## config.mk

```make
export PLATFORM = sky130hd
export DESIGN_NAME = quaternion_orientation_integrator
export DESIGN_NICKNAME = d
export VERILOG_FILES = /design/src/qoi_pkg.sv /design/src/qoi_datapath.sv /design/src/qoi_controller.sv /design/src/quaternion_orientation_integrator.sv
export SDC_FILE = /design/constraint.sdc
export NUM_CORES = 2
export LEC_CHECK = 0
export ABC_CLOCK_PERIOD_IN_PS = 32900
export BUFFER_PORTS_ARGS = -buffer_cell sky130_fd_sc_hd__buf_2
export CAP_MARGIN = 20
export CORE_MARGIN = 8
export CORE_UTILIZATION = 30
export DETAILED_ROUTE_END_ITERATION = 10
export GPL_TIMING_DRIVEN = 0
export PLACE_DENSITY = 0.55
export SYNTH_ARGS = -nofsm -noshare
export SYNTH_HDL_FRONTEND = slang
export SYNTH_SLANG_ARGS = --single-unit
```

## constraint.sdc

```tcl
create_clock -name aclk -period 32.9 [get_ports aclk]
set_clock_uncertainty 0.2 [all_clocks]
set_input_delay 3.29 -clock aclk [delete_from_list [all_inputs] [get_ports aclk]]
set_output_delay 3.29 -clock aclk [all_outputs]
set_load 0.005 [all_outputs]
```

## src/qoi_pkg.sv

```systemverilog
`default_nettype none
package qoi_pkg;

    localparam logic [1:0] KIND_INTEGRATE = 2'd0;
    localparam logic [1:0] KIND_NORMALIZE = 2'd1;
    localparam logic [1:0] KIND_LOAD      = 2'd2;

    localparam logic [1:0] RATE_X = 2'd0;
    localparam logic [1:0] RATE_Y = 2'd1;
    localparam logic [1:0] RATE_Z = 2'd2;

    localparam logic [1:0] COMP_R = 2'd0;
    localparam logic [1:0] COMP_I = 2'd1;
    localparam logic [1:0] COMP_J = 2'd2;
    localparam logic [1:0] COMP_K = 2'd3;

    typedef enum logic [3:0] {
        ST_IDLE, ST_START, ST_LOAD, ST_MAC, ST_SCALE, ST_ADD, ST_COMMIT,
        ST_SQ, ST_CHK, ST_SQRT, ST_DINIT, ST_DIV, ST_DWR, ST_OUT
    } state_t;

    typedef enum logic [3:0] {
        DP_NOP, DP_CAPTURE, DP_LOAD, DP_MAC, DP_SCALE, DP_ADD, DP_COMMIT,
        DP_SQ, DP_CHK, DP_SQRT, DP_DINIT, DP_DIV, DP_DWR, DP_OUT
    } dp_op_t;

    typedef struct packed {
        dp_op_t     op;
        logic [1:0] comp;
        logic [1:0] term;
    } dp_cmd_t;

    typedef struct packed {
        logic [1:0] kind;
        logic       norm_zero;
    } dp_status_t;

    typedef struct packed {
        logic [1:0] rate_sel;
        logic [1:0] q_sel;
        logic       neg;
    } mac_term_t;

    // terms of w * q, w = (0, x, y, z) on the left
    function automatic mac_term_t mac_term(input logic [1:0] comp, input logic [1:0] term);
        mac_term_t t;
        t = '{rate_sel: RATE_X, q_sel: COMP_R, neg: 1'b0};
        case ({comp, term})
            {COMP_R, 2'd0}: t = '{rate_sel: RATE_X, q_sel: COMP_I, neg: 1'b1};
            {COMP_R, 2'd1}: t = '{rate_sel: RATE_Y, q_sel: COMP_J, neg: 1'b1};
            {COMP_R, 2'd2}: t = '{rate_sel: RATE_Z, q_sel: COMP_K, neg: 1'b1};
            {COMP_I, 2'd0}: t = '{rate_sel: RATE_X, q_sel: COMP_R, neg: 1'b0};
            {COMP_I, 2'd1}: t = '{rate_sel: RATE_Y, q_sel: COMP_K, neg: 1'b0};
            {COMP_I, 2'd2}: t = '{rate_sel: RATE_Z, q_sel: COMP_J, neg: 1'b1};
            {COMP_J, 2'd0}: t = '{rate_sel: RATE_Y, q_sel: COMP_R, neg: 1'b0};
            {COMP_J, 2'd1}: t = '{rate_sel: RATE_Z, q_sel: COMP_I, neg: 1'b0};
            {COMP_J, 2'd2}: t = '{rate_sel: RATE_X, q_sel: COMP_K, neg: 1'b1};
            {COMP_K, 2'd0}: t = '{rate_sel: RATE_Z, q_sel: COMP_R, neg: 1'b0};
            {COMP_K, 2'd1}: t = '{rate_sel: RATE_X, q_sel: COMP_J, neg: 1'b0};
            {COMP_K, 2'd2}: t = '{rate_sel: RATE_Y, q_sel: COMP_I, neg: 1'b1};
            default:        t = '{rate_sel: RATE_X, q_sel: COMP_R, neg: 1'b0};
        endcase
        return t;
    endfunction

endpackage
`default_nettype wire

```

## src/qoi_datapath.sv

```systemverilog
`default_nettype none
module qoi_datapath #(
    parameter int COMPONENT_WIDTH = 16
) (
    input  wire logic               aclk,
    input  wire logic               aresetn,
    input  wire qoi_pkg::dp_cmd_t   cmd,
    output qoi_pkg::dp_status_t     status,
    input  wire logic [1:0]         s_kind,
    input  wire logic signed [15:0] s_rate_x,
    input  wire logic signed [15:0] s_rate_y,
    input  wire logic signed [15:0] s_rate_z,
    input  wire logic [15:0]        s_time_step,
    input  wire logic signed [15:0] s_load_real,
    input  wire logic signed [15:0] s_load_first,
    input  wire logic signed [15:0] s_load_second,
    input  wire logic signed [15:0] s_load_third,
    output logic signed [15:0]      m_out_real,
    output logic signed [15:0]      m_out_first,
    output logic signed [15:0]      m_out_second,
    output logic signed [15:0]      m_out_third
);
    import qoi_pkg::*;

    localparam int W    = COMPONENT_WIDTH;
    localparam int FRAC = W - 2;
    localparam int AW   = W + 18;
    localparam int MW   = AW + 16;
    localparam int SW   = MW + 2;
    localparam int QW   = 2 * W + 2;
    localparam int DW   = 2 * W;
    localparam int LSH  = (W >= 16) ? W - 16 : 0;
    localparam int RSH  = (W < 16) ? 16 - W : 0;

    localparam logic signed [W-1:0]  HI_W  = {1'b0, {(W-1){1'b1}}};
    localparam logic signed [W-1:0]  LO_W  = {1'b1, {(W-1){1'b0}}};
    localparam logic signed [W-1:0]  ONE_W = W'(1) << FRAC;
    localparam logic [W-1:0]         CAP   = {1'b0, {(W-1){1'b1}}};
    localparam logic [MW-1:0]        HALF  = MW'(1) << 24;
    localparam logic signed [SW-1:0] HI_S  = SW'(HI_W);
    localparam logic signed [SW-1:0] LO_S  = SW'(LO_W);

    logic signed [W-1:0]  q_reg [4];
    logic signed [W-1:0]  nq_reg [4];
    logic [1:0]           kind_reg;
    logic signed [15:0]   rate_reg [3];
    logic [15:0]          dt_reg;
    logic signed [15:0]   ld_reg [4];
    logic signed [AW-1:0] acc_reg;
    logic [MW-1:0]        m_reg;
    logic [QW-1:0]        sum_reg;
    logic [QW-1:0]        x_reg;
    logic [QW-1:0]        res_reg;
    logic [QW-1:0]        bit_reg;
    logic [DW-1:0]        rem_reg;
    logic [DW-1:0]        dv_reg;
    logic [W-2:0]         quo_reg;
    logic                 ovf_reg;
    logic signed [15:0]   out_reg [4];

    mac_term_t            mt;
    logic signed [W+15:0] prod;
    logic [AW-1:0]        acc_mag;
    logic [MW-1:0]        scaled;
    logic [MW-1:0]        inc;
    logic signed [SW-1:0] inc_s;
    logic signed [SW-1:0] qsum;
    logic signed [W-1:0]  qsat;
    logic signed [W-1:0]  qsel;
    logic [W-1:0]         qmag;
    logic [W-1:0]         qcap;
    logic [DW-1:0]        sq;
    logic [QW-1:0]        trial;
    logic [W-1:0]         nrm;
    logic [DW-1:0]        dividend;
    logic signed [W-1:0]  qdiv;
    logic signed [W+15:0] ld_ext [4];
    logic signed [W+15:0] q_ext [4];

    always_comb begin
        mt      = mac_term(cmd.comp, cmd.term);
        prod    = rate_reg[mt.rate_sel] * q_reg[mt.q_sel];
        acc_mag = acc_reg[AW-1] ? AW'(-acc_reg) : AW'(acc_reg);
        scaled  = MW'(acc_mag) * MW'(dt_reg);
        inc     = (m_reg + HALF) >> 25;
        inc_s   = $signed({2'b00, inc});
        qsel    = q_reg[cmd.comp];
        qsum    = SW'(qsel) + (acc_reg[AW-1] ? -inc_s : inc_s);
        if (qsum > HI_S) begin
            qsat = HI_W;
        end else if (qsum < LO_S) begin
            qsat = LO_W;
        end else begin
            qsat = W'(qsum);
        end
        qmag     = qsel[W-1] ? W'(-qsel) : W'(qsel);
        qcap     = (qmag > CAP) ? CAP : qmag;
        sq       = DW'(qcap) * DW'(qcap);
        trial    = res_reg + bit_reg;
        nrm      = res_reg[W-1:0];
        dividend = DW'(qmag) << FRAC;
        if (ovf_reg) begin
            qdiv = qsel[W-1] ? LO_W : HI_W;
        end else begin
            qdiv = qsel[W-1] ? -$signed({1'b0, quo_reg}) : $signed({1'b0, quo_reg});
        end
        for (int n = 0; n < 4; n++) begin
            ld_ext[n] = (W+16)'(ld_reg[n]);
            q_ext[n]  = (W+16)'(q_reg[n]);
        end
    end

    always_ff @(posedge aclk) begin
        if (!aresetn) begin
            q_reg[0] <= ONE_W;
            q_reg[1] <= '0;
            q_reg[2] <= '0;
            q_reg[3] <= '0;
        end else begin
            case (cmd.op)
                DP_CAPTURE: begin
                    kind_reg    <= s_kind;
                    rate_reg[0] <= s_rate_x;
                    rate_reg[1] <= s_rate_y;
                    rate_reg[2] <= s_rate_z;
                    dt_reg      <= s_time_step;
                    ld_reg[0]   <= s_load_real;
                    ld_reg[1]   <= s_load_first;
                    ld_reg[2]   <= s_load_second;
                    ld_reg[3]   <= s_load_third;
                    acc_reg     <= '0;
                    sum_reg     <= '0;
                end
                DP_LOAD: begin
                    for (int n = 0; n < 4; n++) begin
                        q_reg[n] <= W'((ld_ext[n] <<< LSH) >>> RSH);
                    end
                end
                DP_MAC: begin
                    acc_reg <= mt.neg ? acc_reg - AW'(prod) : acc_reg + AW'(prod);
                end
                DP_SCALE: m_reg <= scaled;
                DP_ADD: begin
                    nq_reg[cmd.comp] <= qsat;
                    acc_reg          <= '0;
                end
                DP_COMMIT: begin
                    for (int n = 0; n < 4; n++) begin
                        q_reg[n] <= nq_reg[n];
                    end
                end
                DP_SQ: sum_reg <= sum_reg + QW'(sq);
                DP_CHK: begin
                    if (sum_reg == '0) begin
                        q_reg[0] <= ONE_W;
                    end
                    x_reg   <= sum_reg;
                    res_reg <= '0;
                    bit_reg <= QW'(1) << (2 * W - 2);
                end
                DP_SQRT: begin
                    if (x_reg >= trial) begin
                        x_reg   <= x_reg - trial;
                        res_reg <= (res_reg >> 1) + bit_reg;
                    end else begin
                        res_reg <= res_reg >> 1;
                    end
                    bit_reg <= bit_reg >> 2;
                end
                DP_DINIT: begin
                    rem_reg <= dividend;
                    dv_reg  <= DW'(nrm) << (W - 2);
                    ovf_reg <= dividend >= (DW'(nrm) << (W - 1));
                    quo_reg <= '0;
                end
                DP_DIV: begin
                    if (rem_reg >= dv_reg) begin
                        rem_reg <= rem_reg - dv_reg;
                        quo_reg <= {quo_reg[W-3:0], 1'b1};
                    end else begin
                        quo_reg <= {quo_reg[W-3:0], 1'b0};
                    end
                    dv_reg <= dv_reg >> 1;
                end
                DP_DWR: q_reg[cmd.comp] <= qdiv;
                DP_OUT: begin
                    for (int n = 0; n < 4; n++) begin
                        out_reg[n] <= 16'((q_ext[n] <<< RSH) >>> LSH);
                    end
                end
                default: ;
            endcase
        end
    end

    assign status.kind      = kind_reg;
    assign status.norm_zero = (sum_reg == '0);

    assign m_out_real   = out_reg[0];
    assign m_out_first  = out_reg[1];
    assign m_out_second = out_reg[2];
    assign m_out_third  = out_reg[3];

endmodule
`default_nettype wire

```

## src/qoi_controller.sv

```systemverilog
`default_nettype none
module qoi_controller #(
    parameter int COMPONENT_WIDTH = 16
) (
    input  wire logic                aclk,
    input  wire logic                aresetn,
    input  wire logic                s_valid,
    output logic                     s_ready,
    output logic                     m_valid,
    input  wire logic                m_ready,
    input  wire qoi_pkg::dp_status_t status,
    output qoi_pkg::dp_cmd_t         cmd
);
    import qoi_pkg::*;

    localparam int W  = COMPONENT_WIDTH;
    localparam int CW = $clog2(W + 1);

    state_t          state_reg, state_next;
    logic [CW-1:0]   cnt_reg, cnt_next;
    logic [1:0]      comp_reg, comp_next;
    logic            m_valid_reg, m_valid_next;
    logic            out_free;

    assign out_free = !m_valid_reg || m_ready;

    always_comb begin
        state_next = state_reg;
        cnt_next   = cnt_reg;
        comp_next  = comp_reg;
        case (state_reg)
            ST_IDLE: if (s_valid) state_next = ST_START;
            ST_START: begin
                cnt_next  = '0;
                comp_next = COMP_R;
                case (status.kind)
                    KIND_INTEGRATE: state_next = ST_MAC;
                    KIND_NORMALIZE: state_next = ST_SQ;
                    KIND_LOAD:      state_next = ST_LOAD;
                    default:        state_next = ST_OUT;
                endcase
            end
            ST_LOAD: state_next = ST_OUT;
            ST_MAC: begin
                if (cnt_reg == CW'(2)) begin
                    state_next = ST_SCALE;
                end else begin
                    cnt_next = cnt_reg + 1'b1;
                end
            end
            ST_SCALE: state_next = ST_ADD;
            ST_ADD: begin
                cnt_next = '0;
                if (comp_reg == COMP_K) begin
                    state_next = ST_COMMIT;
                end else begin
                    comp_next  = comp_reg + 1'b1;
                    state_next = ST_MAC;
                end
            end
            ST_COMMIT: state_next = ST_OUT;
            ST_SQ: begin
                if (comp_reg == COMP_K) begin
                    state_next = ST_CHK;
                end else begin
                    comp_next = comp_reg + 1'b1;
                end
            end
            ST_CHK: begin
                cnt_next  = '0;
                comp_next = COMP_R;
                state_next = status.norm_zero ? ST_OUT : ST_SQRT;
            end
            ST_SQRT: begin
                if (cnt_reg == CW'(W - 1)) begin
                    state_next = ST_DINIT;
                end else begin
                    cnt_next = cnt_reg + 1'b1;
                end
            end
            ST_DINIT: begin
                cnt_next   = '0;
                state_next = ST_DIV;
            end
            ST_DIV: begin
                if (cnt_reg == CW'(W - 2)) begin
                    state_next = ST_DWR;
                end else begin
                    cnt_next = cnt_reg + 1'b1;
                end
            end
            ST_DWR: begin
                if (comp_reg == COMP_K) begin
                    state_next = ST_OUT;
                end else begin
                    comp_next  = comp_reg + 1'b1;
                    state_next = ST_DINIT;
                end
            end
            ST_OUT: if (out_free) state_next = ST_IDLE;
            default: state_next = ST_IDLE;
        endcase
    end

    always_comb begin
        cmd.op       = DP_NOP;
        cmd.comp     = comp_reg;
        cmd.term     = cnt_reg[1:0];
        s_ready      = 1'b0;
        m_valid_next = m_valid_reg && !m_ready;
        case (state_reg)
            ST_IDLE: begin
                s_ready = 1'b1;
                if (s_valid) cmd.op = DP_CAPTURE;
            end
            ST_LOAD:   cmd.op = DP_LOAD;
            ST_MAC:    cmd.op = DP_MAC;
            ST_SCALE:  cmd.op = DP_SCALE;
            ST_ADD:    cmd.op = DP_ADD;
            ST_COMMIT: cmd.op = DP_COMMIT;
            ST_SQ:     cmd.op = DP_SQ;
            ST_CHK:    cmd.op = DP_CHK;
            ST_SQRT:   cmd.op = DP_SQRT;
            ST_DINIT:  cmd.op = DP_DINIT;
            ST_DIV:    cmd.op = DP_DIV;
            ST_DWR:    cmd.op = DP_DWR;
            ST_OUT: begin
                if (out_free) begin
                    cmd.op       = DP_OUT;
                    m_valid_next = 1'b1;
                end
            end
            default: cmd.op = DP_NOP;
        endcase
    end

    always_ff @(posedge aclk) begin
        if (!aresetn) begin
            state_reg   <= ST_IDLE;
            cnt_reg     <= '0;
            comp_reg    <= COMP_R;
            m_valid_reg <= 1'b0;
        end else begin
            state_reg   <= state_next;
            cnt_reg     <= cnt_next;
            comp_reg    <= comp_next;
            m_valid_reg <= m_valid_next;
        end
    end

    assign m_valid = m_valid_reg;

endmodule
`default_nettype wire

```

## src/quaternion_orientation_integrator.sv

```systemverilog
// quaternion orientation integrator
// holds one orientation quaternion (r, i, j, k), Q1.14 at the ports,
// COMPONENT_WIDTH bits with COMPONENT_WIDTH-2 fraction bits inside
// input channel s_*: valid/ready, one item per command, s_kind selects
//   integrate (0), normalize (1), load (2); kind 3 just reports q
// result channel m_*: valid/ready, exactly one item per input item,
//   carrying q as it stands after the update
// sequence per kind, W = COMPONENT_WIDTH:
//   load copies the load ports into q; integrate runs three MAC terms for
//   each of the four components, each followed by scale and add, then commits;
//   normalize sums four squares and, for nonzero norm, runs a W-step square
//   root and a bit-serial divide per component; zero norm gives identity
// throughput: one item at a time, next item accepted once the controller
//   is back in idle, which it enters as the result is registered
// reset: q returns to identity (one, 0, 0, 0), no result pending
// receiver stall: the result holds in the output register; a new item is
//   still accepted and worked on, and only its result waits for the slot
`default_nettype none
module quaternion_orientation_integrator #(
    parameter int COMPONENT_WIDTH = 16
) (
    input  wire logic               aclk,
    input  wire logic               aresetn,
    input  wire logic               s_valid,
    output logic                    s_ready,
    input  wire logic [1:0]         s_kind,
    input  wire logic signed [15:0] s_rate_x,
    input  wire logic signed [15:0] s_rate_y,
    input  wire logic signed [15:0] s_rate_z,
    input  wire logic [15:0]        s_time_step,
    input  wire logic signed [15:0] s_load_real,
    input  wire logic signed [15:0] s_load_first,
    input  wire logic signed [15:0] s_load_second,
    input  wire logic signed [15:0] s_load_third,
    output logic                    m_valid,
    input  wire logic               m_ready,
    output logic signed [15:0]      m_out_real,
    output logic signed [15:0]      m_out_first,
    output logic signed [15:0]      m_out_second,
    output logic signed [15:0]      m_out_third
);
    import qoi_pkg::*;

    // command and status between sequencer and arithmetic
    dp_cmd_t    cmd;
    dp_status_t status;

    qoi_controller #(
        .COMPONENT_WIDTH(COMPONENT_WIDTH)
    ) u_ctrl (
        .aclk    (aclk),
        .aresetn (aresetn),
        .s_valid (s_valid),
        .s_ready (s_ready),
        .m_valid (m_valid),
        .m_ready (m_ready),
        .status  (status),
        .cmd     (cmd)
    );

    // quaternion state, MAC, square root and divider steps
    qoi_datapath #(
        .COMPONENT_WIDTH(COMPONENT_WIDTH)
    ) u_dp (
        .aclk          (aclk),
        .aresetn       (aresetn),
        .cmd           (cmd),
        .status        (status),
        .s_kind        (s_kind),
        .s_rate_x      (s_rate_x),
        .s_rate_y      (s_rate_y),
        .s_rate_z      (s_rate_z),
        .s_time_step   (s_time_step),
        .s_load_real   (s_load_real),
        .s_load_first  (s_load_first),
        .s_load_second (s_load_second),
        .s_load_third  (s_load_third),
        .m_out_real    (m_out_real),
        .m_out_first   (m_out_first),
        .m_out_second  (m_out_second),
        .m_out_third   (m_out_third)
    );

endmodule
`default_nettype wire

```

; ---- After elaboration in Yosys (flattened, before gate mapping)
; Memory sizes are Yosys's and may differ from the RTL's. A register that Yosys moved wholly into a read port is not among the register bits.
; Cells that the tools add are included.
[op_classes]
mul = 3
eq_ne = 44
add_sub_neg = 15
bitwise = 9
n_reduce_logical = 31
n_lt_le_gt_ge = 6
mux = 82
[ops]
columns = cell, count
row1 = case mux 34 bit (2 select lines), 5
row2 = 2-to-1 mux 16 bit, 17
row3 = 2-to-1 mux 34 bit, 4
row4 = case mux 32 bit (2 select lines), 2
row5 = case mux 4 bit (13 select lines), 2
row6 = adder 34 x 32 -> 34 bit, 2
row7 = multiplier 16 x 16 -> 32 bit, 2
row8 = adder 16 x 52 -> 52 bit, 1
row9 = "> comparator 52 x 16 -> 1 bit, second input constant", 1
row10 = "< comparator 52 x 16 -> 1 bit, second input constant", 1
row11 = 2-to-1 mux 52 bit, 1
row12 = negation 25 -> 52 bit, 1
row13 = "adder 50 x 25 -> 50 bit, second input constant", 1
row14 = multiplier 34 x 16 -> 50 bit, 1
row15 = "== test 4 bit, second input constant", 12
row16 = adder 33 x 34 -> 34 bit, 1
row17 = adder 34 bit, 1
row18 = greater-or-equal comparator 34 bit, 1
row19 = logical NOT 34 bit, 1
row20 = negation 34 bit, 1
row21 = subtractor 34 x 32 -> 34 bit, 1
row22 = subtractor 34 bit, 1
row23 = "== test 4 x 3 -> 1 bit, second input constant", 8
row24 = greater-or-equal comparator 32 bit, 1
row25 = 41 further kinds, 121
[word_totals]
input_bits = 134
mem_count = 6
reg_bits = 330
mem_bits_rw = 304
romBits = 80
[memory_table]
columns = name, words, width, rd, rd_clocked_by_memory_dff, wr, line
row1 = (no name shown), 16, 5, 1, 0, 0, qoi_pkg.sv:48  ; case ({comp, term})
row2 = u_dp.ld_reg, 4, 16, 4, 0, 4, qoi_datapath.sv:48  ; logic signed [15:0] ld_reg [4];
row3 = u_dp.nq_reg, 4, 16, 4, 0, 1, qoi_datapath.sv:44  ; logic signed [W-1:0] nq_reg [4];
row4 = u_dp.out_reg, 4, 16, 4, 0, 4, qoi_datapath.sv:59  ; logic signed [15:0] out_reg [4];
row5 = u_dp.q_reg, 4, 16, 6, 1, 4, qoi_datapath.sv:43  ; logic signed [W-1:0] q_reg [4];
row6 = u_dp.rate_reg, 3, 16, 1, 0, 3, qoi_datapath.sv:46  ; logic signed [15:0] rate_reg [3];

; ---- Depth between registers and ports, before layout
[depth]
depth_word = 12
ltp_mapped = 47

; ---- Cells and area by module
; Synthesis repeated with hierarchy kept, for this count alone.
[hier_totals]
cells_unflattened = 7308
area_unflattened_um2 = 70148.5
[modules_own_cells]
columns = module, n_inst, seq_area_each_um2, cells_each, area_each_um2
row1 = qoi_datapath, 1, 17356.6, 7162, 68977.4
row2 = qoi_controller, 1, 240.2, 146, 1171.1

; ---- Least setup slack after synthesis
; No wires, ideal clock.
[synth_timing]
path_type = register to register
startpoint = register u_ctrl.cnt_reg[0]
endpoint = register u_dp.acc_reg[33] (data pin)
arrival_time_ps = 10858
n_path_buf = 4
synth_period_minus_slack_ps = 11197
stages_incl_launch_ff = 43
required_time_ps = 32560
slack_ps = 21703
path_cell_list = dfxtp_1 -> inv_1 -> ha_1 -> clkbuf_1 -> or2_2 -> mux4_2 -> clkbuf_1 -> clkbuf_1 -> mux2i_1 -> mux2i_1 -> nand2_1 -> fa_1 -> fa_1 -> fa_1 -> fa_1 -> inv_1 -> fa_1 -> inv_1 -> (+7 left out) -> o21ai_0 -> a21oi_1 -> o21ai_0 -> a2111oi_0 -> nand2b_1 -> nor4_1 -> nor2_1 -> xor2_1 -> ha_1 -> a21o_1 -> a21oi_1 -> nor2_1 -> a21oi_1 -> a21oi_1 -> o41ai_1 -> o2bb2ai_1 -> xnor3_1 -> nor2_1
[synth_via]
elab_chain_len = 6
elab_cells_between_ends = 8
[synth_rtl]
columns = element, line
row1 = "start, declared", qoi_controller.sv:20  ; logic [CW-1:0] cnt_reg, cnt_next;
row2 = "start signal, assigned", qoi_controller.sv:145  ; cnt_reg <= cnt_next;
row3 = memory (16 x 5 bit) *, -
row4 = memory (4 x 16 bit) or memory (3 x 16 bit) (tied branches), -
row5 = multiplier 16 x 16 -> 32 bit, qoi_datapath.sv:82  ; prod = rate_reg[mt.rate_sel] * q_reg[mt.q_sel];
row6 = adder 34 x 32 -> 34 bit or subtractor 34 x 32 -> 34 bit (tied branches), qoi_datapath.sv:140  ; acc_reg <= mt.neg ? acc_reg - AW'(prod) : acc_reg + AW'(prod);
row7 = 2-to-1 mux 34 bit *, qoi_datapath.sv:140
row8 = case mux 34 bit (2 select lines) *, qoi_datapath.sv:120  ; case (cmd.op)
row9 = "end signal, assigned", qoi_datapath.sv:140
row10 = "end, declared", qoi_datapath.sv:49  ; logic signed [AW-1:0] acc_reg;
; Every way passes the cells marked *; elsewhere a longest branch is shown, timed or not.
; A chain may end at the register's enable or synchronous reset.

; ---- Worst setup path after layout
[layout_timing]
startpoint = register u_ctrl.comp_reg[1]
endpoint = register u_dp.acc_reg[33] (data pin)
[layout_via]
elab_chain_len = 6
elab_cells_between_ends = 8
[layout_rtl]
columns = element, line
row1 = "start, declared", qoi_controller.sv:21  ; logic [1:0] comp_reg, comp_next;
row2 = "start signal, assigned", qoi_controller.sv:146  ; comp_reg <= comp_next;
row3 = memory (16 x 5 bit) *, -
row4 = memory (4 x 16 bit) or memory (3 x 16 bit) (tied branches), -
row5 = multiplier 16 x 16 -> 32 bit, qoi_datapath.sv:82
row6 = adder 34 x 32 -> 34 bit or subtractor 34 x 32 -> 34 bit (tied branches), qoi_datapath.sv:140
row7 = 2-to-1 mux 34 bit *, qoi_datapath.sv:140
row8 = case mux 34 bit (2 select lines) *, qoi_datapath.sv:120
; Marked as above.

==> flow_metrics.tcl <==
set metrics [dict create \
    placed_cells 10600 \
    netlist_instances 7307 \
    clkLatencyLatePin_ns 0.71 \
    numCtsBuffers 76 \
    antenna_left 0 \
    post-route-period-util 0.424 \
    coreArea_mm2 0.232 \
    via_per_inst 5.03 \
    synth.cell_area_mm2 0.0700 \
    end_kind "flip-flop" \
    root_buffer "clkbuf_16" \
    fin_nets 9196 \
    hpwl_um 180000 \
    crit_top_cell "fa_1" \
    grt.overflow.total 0 \
    seq_area_frac_synth 0.252 \
    cts_setup_buffers 0 \
    max-clock-path-buffers 3 \
    die_h_um 499 \
    grt_pass1_wl_um 335000 \
    stdcell_count 10800 \
    pre_cts_ws_ns 19.27 \
    vias 54200 \
    worst_slack_ns 18.94 \
    slowest_stage "a21oi_1" \
    start_util 0.301 \
    cts_htree_levels 3 \
    rsz0062_at_grt "no" \
    cts.sinks 592 \
    status "finished, final reports clean" \
    area_growth_pct 11.4 \
    cp-start-kind "flip-flop" \
    portBuffers 199 \
    clkTransAtPathRegs_ns 0.07 \
    wl_per_cell_um 20.3 \
    gp_congestion 0.912 \
    worst_pin_slew_ns 1.20 \
    synthFlopType "edfxtp_1" \
    row_count 177 \
    synth_edf_count 578 \
    drive_gt1_frac 0.0651 \
    max_stage_delay_ns 0.82 \
    fmax_ghz 0.0716 \
    die_area_mm2 0.249 \
    avgSynthCellArea_um2 9.57 \
    ctsHoldBuffers 0 \
    setup_viol 0 \
    hold_path.class "reg2reg" \
    grt_pass1_vias 55900 \
    io_pins 200 \
    cts_resized 0 \
    postSynth.asyncResetShare 0 \
    drcViolationCount 0 \
    layout_min_cycle_time_ns 13.96 \
    slew_viol_final 0 \
    drtIter0Drc 3988 \
    path_class "reg2reg" \
    cp_num_buf_inv 10 \
    hold_ws_ns 0.279 \
    die_w_um 499 \
    wirelength_um 218000 \
    grtUsageTotal 0.172 \
    drv_cap 0 \
    cp.arrival_ns 14.29 \
    critPathTopFamily "compound AO/OA/AOI/OAI gates" \
    required_ns 33.23 \
    tns_ns 0 \
    antenna_found_initial 25 \
    ys_seq_elements 592 \
    grt_max_degree 53 \
    tritoncts "built" \
    drt_pass1_iterations 6 \
    fillCellCount 23800 \
    crit_fanout 11 \
    relSlewSlack 0.192 \
    ys_warn_count 0 \
    final-hold-violation-count 0 \
    ys_types 104 \
]
## worst reg2reg max path, delay by kind of cell, from the launching register on
family / cells / cell delay, ns
adder cells (fa/ha/maj): 8 / 3.74
AO/OA/AOI/OAI: 11 / 3.98
AND/OR/NAND/NOR: 10 / 1.89
XOR/XNOR: 3 / 0.74
flip-flops: 1 / 0.36
buffers and inverters: 10 / 2.89
## kinds of logic (layout without fill, tap and decap cells)
kind of cell	Yosys count	in the layout	synth area share
adder cells (fa/ha/maj)	1412	1412	0.350
other	2	40	0.000107
flip-flops	592	592	0.252
AND/OR/NAND/NOR	2175	2175	0.142
multiplexers	99	99	0.0178
XOR/XNOR	376	376	0.0476
AO/OA/AOI/OAI	1187	1187	0.111
buffers and inverters	1464	1845	0.0794
## layer usage
| metal | vias up | wire length (um) | GRT usage |
|---|---|---|---|
| li1 | 24800 | - | - |
| met1 | 27300 | 90600 | 0.219 |
| met2 | 1600 | 105000 | 0.293 |
| met3 | 413 | 12200 | 0.0262 |
| met4 | 4 | 10400 | 0.0717 |
| met5 | - | 27 | 0 |
## cell type report
type / instances / area [um2] / area share
antenna: 16 / 40.0 / 0.000514
buffer: 269 / 1070 / 0.0137
clock buffer: 87 / 1940 / 0.0249
clock inverter: 51 / 519 / 0.00666
inverter: 1195 / 4490 / 0.0575
multi-input combinational: 5273 / 46900 / 0.602
sequential: 592 / 17600 / 0.226
tap: 3043 / 3810 / 0.0488
timing repair buffer: 243 / 1520 / 0.0195
## placed cells by master, fill, tap and decap left out, types with 25 or more instances in the layout
cell,synthesis,routed
fa_1,907,907
clkbuf_16,0,76
inv_1,1187,1187
edfxtp_1,578,578
and3_1,46,45
o21a_1,48,48
a211oi_1,53,53
a21oi_1,268,268
o31ai_1,42,42
a21o_1,125,124
nor4_1,32,32
mux2i_1,59,59
clkbuf_1,228,238
nor2b_1,48,48
nand2b_1,67,67
ha_1,505,505
xnor2_1,214,213
or3_1,44,44
nand2_1,885,885
clkinv_1,6,25
nor3_1,92,90
buf_2,14,216
xor2_1,159,159
and2_1,195,195
o21bai_1,38,38
nor2_1,531,528
o211ai_1,33,33
a22oi_1,35,35
a31oi_1,65,65
nand3_1,90,90
o21ai_0,284,284
nand4_1,54,54
or2_2,29,29
## through the flow
step	util	cell area (um2)
after global placement	0.322	74800
after floorplan	-	70000
after CTS	0.335	77900
after detailed placement	0.325	75400
after global routing	0.336	77900
final	0.336	77900
## path summary, 6_finish.rpt
check             slack (ns)                   to               start  cells after the start
hold reg to reg         0.28  u_dp.out_reg[1][12]   u_dp.q_reg[1][12]                      0
setup reg to reg       18.94     u_dp.acc_reg[33]  u_ctrl.comp_reg[1]                     42
hold / removal          0.28  u_dp.out_reg[1][12]   u_dp.q_reg[1][12]                      0
setup / recovery       18.94     u_dp.acc_reg[33]  u_ctrl.comp_reg[1]                     42
## synthesized netlist by cell type (all sizes together), types with 93 or more instances
library cell	n	area (um2)
xor2	159	1390
and2	196	1230
a21o	125	938
nor3	93	470
fa	907	18200
o21ai	300	1540
nand2	886	3330
clkbuf	229	861
xnor2	216	1920
inv	1189	4460
ha	505	6320
nor2	532	2000
a21oi	268	1340
edfxtp	578	17400
Power is left out: the tool's default activity adds up to more than one toggle a clock period on the data nets, which glitch-free logic cannot reach.
